`config.mk`:
```
export PLATFORM = sky130hd
export DESIGN_NAME = grid_memory_with_line_select_top
export DESIGN_NICKNAME = d
export VERILOG_FILES = /design/src/rtl/gmls_pkg.sv /design/src/rtl/gmls_grid.sv /design/src/rtl/grid_memory_with_line_select_top.sv
export SDC_FILE = /design/constraint.sdc
export NUM_CORES = 2
export LEC_CHECK = 0
export BUFFER_PORTS_ARGS = -buffer_cell sky130_fd_sc_hd__buf_2
export CAP_MARGIN = 20
export CORE_MARGIN = 4
export CORE_UTILIZATION = 45
export DETAILED_ROUTE_END_ITERATION = 10
export PLACE_DENSITY = 0.64
export SYNTH_ARGS = -nofsm -noshare
export SYNTH_HDL_FRONTEND = slang
export SYNTH_HIERARCHICAL = 1
export SYNTH_SLANG_ARGS = --single-unit
```
`constraint.sdc`:
```
create_clock -name clk -period 5.7 [get_ports clk]
set_input_delay 0.855 -clock clk [delete_from_list [all_inputs] [get_ports clk]]
set_output_delay 0.855 -clock clk [all_outputs]
set_load 0.1 [all_outputs]
```
`src/rtl/gmls_pkg.sv`:
```
// ----------------------------------------------------------------------------
// gmls_pkg
// Shared types and constants for the grid memory with line select.
// ----------------------------------------------------------------------------
package gmls_pkg;

  localparam int GRID_SIDE = 16;
  localparam int COORD_W   = $clog2(GRID_SIDE);
  localparam int ADDR_W    = 2 * COORD_W;
  localparam int CELLS     = GRID_SIDE * GRID_SIDE;
  localparam int VALUE_W   = 16;
  localparam int FUNC_W    = 3;

  localparam logic signed [VALUE_W-1:0] COORD_MAX = VALUE_W'(GRID_SIDE - 1);

  typedef enum logic [FUNC_W-1:0] {
    FN_SET_COL = 3'd0,
    FN_SET_ROW = 3'd1,
    FN_WRITE   = 3'd2,
    FN_READ    = 3'd3,
    FN_TOGGLE  = 3'd4,
    FN_ROW_SEL = 3'd5,
    FN_COL_SEL = 3'd6
  } func_t;

  typedef enum logic [2:0] {
    S_IDLE,
    S_READ,
    S_TOGGLE,
    S_WALK,
    S_FLUSH
  } state_t;

  typedef struct packed {
    logic               we;
    logic [ADDR_W-1:0]  waddr;
    logic [VALUE_W-1:0] wdata;
    logic               re;
    logic [ADDR_W-1:0]  raddr;
  } mem_req_t;

endpackage

```
`src/rtl/gmls_grid.sv`:
```
// ----------------------------------------------------------------------------
// gmls_grid
// Cell storage: one write port, one registered read port. Per-cell valid
// bits make unwritten cells read as zero right after reset.
// ----------------------------------------------------------------------------
module gmls_grid (
  input  logic                      clk,
  input  logic                      rst_n,
  input  gmls_pkg::mem_req_t        req,
  output logic [gmls_pkg::VALUE_W-1:0] rd_data
);
  import gmls_pkg::*;

  logic [VALUE_W-1:0] mem_q [CELLS];
  logic [CELLS-1:0]   vld_r;
  logic [VALUE_W-1:0] rd_data_r;
  logic               rd_vld_r;

  always_ff @(posedge clk) begin
    if (req.we) begin
      mem_q[req.waddr] <= req.wdata;
    end
    if (req.re) begin
      rd_data_r <= mem_q[req.raddr];
    end
  end

  always_ff @(posedge clk) begin
    if (!rst_n) begin
      vld_r    <= '0;
      rd_vld_r <= 1'b0;
    end else begin
      if (req.we) begin
        vld_r[req.waddr] <= 1'b1;
      end
      if (req.re) begin
        rd_vld_r <= vld_r[req.raddr];
      end
    end
  end

  assign rd_data = rd_vld_r ? rd_data_r : '0;

endmodule

```
`src/rtl/grid_memory_with_line_select_top.sv`:
```
// ----------------------------------------------------------------------------
// grid_memory_with_line_select_top
// 16 x 16 grid of signed cells with a cursor, read/write/toggle and one-hot
// row or column select.
// ----------------------------------------------------------------------------
// Set column, set row and write need no further state; read and toggle do one
// grid memory read, then use it. A read result passes through the grid read
// register and then the output register, and waits while the output is full.
// A line select does one memory read per cell, the last cell check and the
// flush of the held last word, and stalls while a result cannot be passed on.
// Reset clears the cursor and all cell valid bits at once; no clearing pass.
// ----------------------------------------------------------------------------
module grid_memory_with_line_select_top (
  input  logic                                 clk,
  input  logic                                 rst_n,
  input  logic                                 in_valid,
  output logic                                 in_ready,
  input  logic [gmls_pkg::FUNC_W-1:0]          in_func,
  input  logic signed [gmls_pkg::VALUE_W-1:0]  in_value,
  output logic                                 out_valid,
  input  logic                                 out_ready,
  output logic [gmls_pkg::COORD_W-1:0]         out_col,
  output logic [gmls_pkg::COORD_W-1:0]         out_row,
  output logic signed [gmls_pkg::VALUE_W-1:0]  out_cell_res,
  output logic                                 out_last
);
  import gmls_pkg::*;

  state_t               state_r, state_nxt;
  logic [COORD_W-1:0]   cur_col_r, cur_col_nxt;
  logic [COORD_W-1:0]   cur_row_r, cur_row_nxt;
  logic                 along_row_r, along_row_nxt;
  logic [VALUE_W-1:0]   value_r, value_nxt;
  logic [COORD_W:0]     idx_r, idx_nxt;
  logic                 pend_r, pend_nxt;
  logic [COORD_W-1:0]   pidx_r, pidx_nxt;
  logic                 hold_vld_r, hold_vld_nxt;
  logic [COORD_W-1:0]   hold_col_r, hold_col_nxt;
  logic [COORD_W-1:0]   hold_row_r, hold_row_nxt;
  logic [VALUE_W-1:0]   hold_cell_r, hold_cell_nxt;
  logic                 out_valid_r, out_valid_nxt;
  logic [COORD_W-1:0]   out_col_r, out_col_nxt;
  logic [COORD_W-1:0]   out_row_r, out_row_nxt;
  logic [VALUE_W-1:0]   out_cell_r, out_cell_nxt;
  logic                 out_last_r, out_last_nxt;

  mem_req_t             mem_req;
  logic [VALUE_W-1:0]   rd_data;

  logic                 accept;
  logic                 slot_free;
  logic [COORD_W-1:0]   clamp_coord;
  logic [ADDR_W-1:0]    cur_addr;
  logic [ADDR_W-1:0]    line_raddr;
  logic [COORD_W-1:0]   p_col;
  logic [COORD_W-1:0]   p_row;
  logic                 hit;
  logic                 cell_nz;
  logic                 emit_need;
  logic                 stall;

  gmls_grid u_grid (
    .clk     (clk),
    .rst_n   (rst_n),
    .req     (mem_req),
    .rd_data (rd_data)
  );

  assign in_ready  = (state_r == S_IDLE);
  assign accept    = in_valid && in_ready;
  assign slot_free = !out_valid_r || out_ready;

  assign out_valid    = out_valid_r;
  assign out_col      = out_col_r;
  assign out_row      = out_row_r;
  assign out_cell_res = out_cell_r;
  assign out_last     = out_last_r;

  assign clamp_coord = (in_value < 0)         ? '0 :
                       (in_value > COORD_MAX) ? COORD_W'(GRID_SIDE - 1) :
                                                in_value[COORD_W-1:0];

  assign cur_addr   = {cur_row_r, cur_col_r};
  assign line_raddr = along_row_r ? {cur_row_r, idx_r[COORD_W-1:0]}
                                  : {idx_r[COORD_W-1:0], cur_col_r};
  assign p_col      = along_row_r ? pidx_r : cur_col_r;
  assign p_row      = along_row_r ? cur_row_r : pidx_r;
  assign hit        = (value_r == {{(VALUE_W-COORD_W){1'b0}}, pidx_r});
  assign cell_nz    = (rd_data != '0);
  assign emit_need  = pend_r && (hit || cell_nz);
  assign stall      = emit_need && hold_vld_r && !slot_free;

  always_ff @(posedge clk) begin
    if (!rst_n) begin
      state_r     <= S_IDLE;
      cur_col_r   <= '0;
      cur_row_r   <= '0;
      pend_r      <= 1'b0;
      hold_vld_r  <= 1'b0;
      out_valid_r <= 1'b0;
    end else begin
      state_r     <= state_nxt;
      cur_col_r   <= cur_col_nxt;
      cur_row_r   <= cur_row_nxt;
      pend_r      <= pend_nxt;
      hold_vld_r  <= hold_vld_nxt;
      out_valid_r <= out_valid_nxt;
    end
  end

  always_ff @(posedge clk) begin
    along_row_r <= along_row_nxt;
    value_r     <= value_nxt;
    idx_r       <= idx_nxt;
    pidx_r      <= pidx_nxt;
    hold_col_r  <= hold_col_nxt;
    hold_row_r  <= hold_row_nxt;
    hold_cell_r <= hold_cell_nxt;
    out_col_r   <= out_col_nxt;
    out_row_r   <= out_row_nxt;
    out_cell_r  <= out_cell_nxt;
    out_last_r  <= out_last_nxt;
  end

  always_comb begin
    state_nxt     = state_r;
    cur_col_nxt   = cur_col_r;
    cur_row_nxt   = cur_row_r;
    along_row_nxt = along_row_r;
    value_nxt     = value_r;
    idx_nxt       = idx_r;
    pend_nxt      = pend_r;
    pidx_nxt      = pidx_r;
    hold_vld_nxt  = hold_vld_r;
    hold_col_nxt  = hold_col_r;
    hold_row_nxt  = hold_row_r;
    hold_cell_nxt = hold_cell_r;
    out_valid_nxt = out_valid_r && !out_ready;
    out_col_nxt   = out_col_r;
    out_row_nxt   = out_row_r;
    out_cell_nxt  = out_cell_r;
    out_last_nxt  = out_last_r;
    mem_req       = '0;

    unique case (state_r)
      S_IDLE: begin
        if (accept) begin
          unique case (in_func) inside
            FN_SET_COL: cur_col_nxt = clamp_coord;
            FN_SET_ROW: cur_row_nxt = clamp_coord;
            FN_WRITE: begin
              mem_req.we    = 1'b1;
              mem_req.waddr = cur_addr;
              mem_req.wdata = in_value;
            end
            FN_READ: begin
              if (in_value > 0) begin
                mem_req.re    = 1'b1;
                mem_req.raddr = cur_addr;
                state_nxt     = S_READ;
              end
            end
            FN_TOGGLE: begin
              if (in_value > 0) begin
                mem_req.re    = 1'b1;
                mem_req.raddr = cur_addr;
                state_nxt     = S_TOGGLE;
              end
            end
            FN_ROW_SEL, FN_COL_SEL: begin
              if (in_value >= 0) begin
                along_row_nxt = (in_func == FN_ROW_SEL);
                value_nxt     = in_value;
                idx_nxt       = '0;
                pend_nxt      = 1'b0;
                state_nxt     = S_WALK;
              end
            end
            default: ;
          endcase
        end
      end
      S_READ: begin
        if (slot_free) begin
          out_valid_nxt = 1'b1;
          out_col_nxt   = cur_col_r;
          out_row_nxt   = cur_row_r;
          out_cell_nxt  = rd_data;
          out_last_nxt  = 1'b1;
          state_nxt     = S_IDLE;
        end
      end
      S_TOGGLE: begin
        mem_req.we    = 1'b1;
        mem_req.waddr = cur_addr;
        mem_req.wdata = cell_nz ? '0 : VALUE_W'(1);
        state_nxt     = S_IDLE;
      end
      S_WALK: begin
        if (!stall) begin
          if (pend_r && (hit || cell_nz)) begin
            mem_req.we    = 1'b1;
            mem_req.waddr = {p_row, p_col};
            mem_req.wdata = hit ? VALUE_W'(1) : '0;
          end
          if (emit_need) begin
            if (hold_vld_r) begin
              out_valid_nxt = 1'b1;
              out_col_nxt   = hold_col_r;
              out_row_nxt   = hold_row_r;
              out_cell_nxt  = hold_cell_r;
              out_last_nxt  = 1'b0;
            end
            hold_vld_nxt  = 1'b1;
            hold_col_nxt  = p_col;
            hold_row_nxt  = p_row;
            hold_cell_nxt = hit ? VALUE_W'(1) : '0;
          end
          if (!idx_r[COORD_W]) begin
            mem_req.re    = 1'b1;
            mem_req.raddr = line_raddr;
            idx_nxt       = idx_r + 1'b1;
            pend_nxt      = 1'b1;
            pidx_nxt      = idx_r[COORD_W-1:0];
          end else begin
            pend_nxt = 1'b0;
            if (!pend_r) begin
              state_nxt = S_FLUSH;
            end
          end
        end
      end
      S_FLUSH: begin
        if (!hold_vld_r) begin
          state_nxt = S_IDLE;
        end else if (slot_free) begin
          out_valid_nxt = 1'b1;
          out_col_nxt   = hold_col_r;
          out_row_nxt   = hold_row_r;
          out_cell_nxt  = hold_cell_r;
          out_last_nxt  = 1'b1;
          hold_vld_nxt  = 1'b0;
          state_nxt     = S_IDLE;
        end
      end
      default: state_nxt = S_IDLE;
    endcase
  end

`ifndef NO_ASSERTIONS
  a_no_rw_collide: assert property (@(posedge clk) disable iff (!rst_n)
    (mem_req.we && mem_req.re) |-> (mem_req.waddr != mem_req.raddr))
    else $error("grid read and write hit the same cell");

  a_hold_in_walk: assert property (@(posedge clk) disable iff (!rst_n)
    hold_vld_r |-> (state_r == S_WALK || state_r == S_FLUSH))
    else $error("held result outside a line select");

  a_walk_wdata: assert property (@(posedge clk) disable iff (!rst_n)
    (state_r == S_WALK && mem_req.we) |-> (mem_req.wdata == '0 || mem_req.wdata == 1))
    else $error("line select wrote a value other than 0 or 1");

  a_pend_in_walk: assert property (@(posedge clk) disable iff (!rst_n)
    pend_r |-> (state_r == S_WALK))
    else $error("pending cell outside a line select");

  a_stall_holds: assert property (@(posedge clk) disable iff (!rst_n)
    (state_r == S_WALK && stall) |=> (state_r == S_WALK && $stable(idx_r)))
    else $error("line select advanced during a stall");
`endif

endmodule
```
==> flow_summary.toml <==
[sta]
period_share_pct = 99.51
fin_crit_ps = 5672
finalWorstSetupSlack_ps = 27.96
clock_skew_ps = 63.56
tns_ps = 0
grt_setup_unrepaired = "no"
slew_headroom_pct = 15.98
finalHoldViolCount = 0
setup_violations = 0
slew_viol_final = 0
tightest_slew_ps = 1260
fmax_mhz = 176.3

[worst_setup_path]
ff2ff_path_depth = 17
critPathLaunchType = "flip-flop"
critPathArrivalTime_ps = 6380
crit_type = "reg2reg"
crit_cells = 17
crit_path_top_delay_cell = "nor4_2"
crit_buf_inv = 5
critical_path.top_delay_family = "simple AND/OR/NAND/NOR gates"
worstPathCellList = "and2_1 > nor4_4 > a41oi_1 > buf_4 > o21ba_1 > buf_4 > o2111ai_1 > nand3_4 > buf_12 > buf_12 > buf_16 > mux4_2 > a22oi_1 > a21oi_1 > nor4_2 > o22ai_2 > or2_1"
cp_max_fo = 67
required_ps = 6400
worst_setup_path_end_kind = "flip-flop"
cpPeakStageDelay_ps = 570

[cts]
clkTransAtPathRegs_ps = 60
cts.sinks = 4443
insertion_delay_ps = 1020
ctsRootBufferMaster = "clkbuf_16"
cts_max_path_buffers = 4
cts_tree = "yes"
numCtsBuffers = 445
htreeDepth = 5

[worst_hold_path]
min_delay_path_depth = 1
hold_class = "in2reg"

[route]
vias_per_cell = 6.227
ant_nets = 0
first_pass_iters = 6
route.detailed.drc = 0
drt-initial-drc-count = 12500
wl_um = 451600
via_count = 86580
avgRoutedWirePerCell_um = 32.48

[outcome]
status = "finished, final reports clean"

[grt]
grt_pass1_vias = 85670
grt_overflow = 0
antenna_found_initial = 26
global_route.usage.total_pct = 23.25
grt_max_degree = 153
grt_pass1_wl_um = 644900

[synth]
netlist_area_um2 = 168700
synth_edf_count = 4172
netlist_top_cells_count = "edfxtp_1, mux4_2, a22oi_1"
yosysUniqueCellTypes = 70
syn_nets = 7870
async_reset_ff_share_pct = 0
yosysTopAreaCell = "edfxtp_1"
ys.flop_type = "edfxtp_1"
yosysTopAreaCellShare_pct = 74.24
synth_most_common_cell = "edfxtp_1"
synth_seq_cells = 4443
avgSynthCellArea_um2 = 21.51
synth_area_leaders = "edfxtp_1, mux4_2, dfxtp_1"
synth_warnings = 6
ys_seq_area_share_pct = 77.46
netlist_instances = 7846

[place]
place.detailed.hpwl_um = 275500
place_ws_ps = -720.4
dp_cells = 13040
portBuffers = 49
gp_congestion = 0.8893

[die]
core_um2 = 372800
die_area_um2 = 384900
io_pins = 50
dieHeight_um = 620.4
die_w_um = 620.4
initial_core_util_pct = 45.27
row_count = 224

[power_and_ir_drop]
power.internal_mw = 52.29
p_sw_mw = 13.03
vdd_ir_drop_max_mv = 0.3141
clockPowerShare_pct = 44.5
pwr-share-seq_pct = 54.2
power_density_nw_per_um2 = 335.3
leakage_nw = 65.06
p_comb_share_pct = 1.3
swShare_pct = 19.94

[finish]
fillers = 28640
layoutNonFillerInstCount = 13900
layout-drive-gt1-share_pct = 29.38
nNetsFinal = 8545
syn2layout_area_growth_pct = 15.44

[flow_run]
maxCapViolations = 0
cells in the final DEF (no fill, tap or decap), types with 25 or more instances in the layout:
cell	count
buf_2	49
bufinv_16	32
clkbuf_16	450
buf_4	561
diode_2	30
nor4_1	44
clkbuf_8	52
a22oi_1	531
nor2_2	46
clkinv_2	79
nor2_1	246
a21oi_1	265
and2_1	32
clkbuf_1	119
dfxtp_1	271
clkinv_1	51
buf_12	101
nand3_1	33
mux4_2	1081
edfxtp_1	4172
o22ai_1	25
o21a_1	257
nand2_1	47
path summary, 6_finish.rpt:
kind | slack (ps) | endpoint | from
worst max-delay path | 30 | u_grid/rd_data_r[5]$_DFFE_PP_ | u_grid/rd_vld_r$_SDFFE_PN0P_
worst min-delay path | 90 | value_r[10]$_DFFE_PP_ | in_value[10]
worst min register to register | 460 | u_grid/vld_r[75]$_SDFFE_PN0P_ | u_grid/vld_r[75]$_SDFFE_PN0P_
worst max register to register | 30 | u_grid/rd_data_r[5]$_DFFE_PP_ | u_grid/rd_vld_r$_SDFFE_PN0P_
cells by family after synthesis:
logic type	count (synthesis)	synth area share, %
AOI/OAI and AO/OA	1177	4.840
xor gates and xnor gates	7	0.03633
adders and majority gates	1	0.007414
buffers and inverters	509	1.318
DFF	4443	77.46
muxes	1112	14.62
and+or+nand+nor	597	1.722
metal layers:
metal	track usage (%)	wire length (um)	vias to the layer above
li1	-	-	34620
met1	33.55	177100	46490
met2	36.23	212500	4737
met3	4.434	45610	730
met4	7.151	16330	6
met5	0	39	-
metrics by stage:
step	utilization, %	area, um2	power [mW]	hold slack, ps
2_1_floorplan	-	168800	36.59	435.4
3_5_place_dp	48.18	179600	36.94	450.1
6_report	52.26	194800	65.31	87.18
3_3_place_gp	48.18	179600	36.90	441.0
5_1_grt	52.25	194800	67.25	50.47
4_1_cts	52.19	194500	65.76	18.57
flip-flops by register name, summed over array words and instances, names as in the netlist, 5 cells and up:
name,count
u_grid/mem_q,4096
u_grid/vld_r,256
out_cell_res,16
u_grid/rd_data_r,16
value_r,16
idx_r,5
power by group through the flow:
stage | Combinational, mW | Sequential, mW | Clock (mW)
after floorplan | 0.348 | 36.2 | 0
after global placement | 0.788 | 36.1 | 0
after detailed placement | 0.816 | 36.1 | 0
after CTS | 0.820 | 35.4 | 29.5
after global routing | 0.855 | 35.4 | 31.0
final | 0.820 | 35.4 | 29.1
what timing repair did:
| action | in CTS | in global routing |
|---|---|---|
| gates resized for setup | 43 | 25 |
| buffers inserted | 0 | 2 |
| gates cloned | 0 | 0 |
| pin swaps | 0 | 2 |
| hold buffers | 0 | 0 |
| endpoints found under the setup margin | 17 | 16 |
cell type report:
cell class / instances / area [um2] / share of cell area [%]
repair buffers: 723 / 6674 / 3.426
inverters: 14 / 52.55 / 0.02698
multi-input cells: 2894 / 36410 / 18.69
clock buffers: 621 / 12420 / 6.377
diodes: 30 / 75.07 / 0.03854
well taps: 4972 / 6221 / 3.194
clock inverters: 207 / 2240 / 1.150
flip-flops and latches: 4443 / 130700 / 67.10
Note: power is estimated with default switching activity, not from simulation.
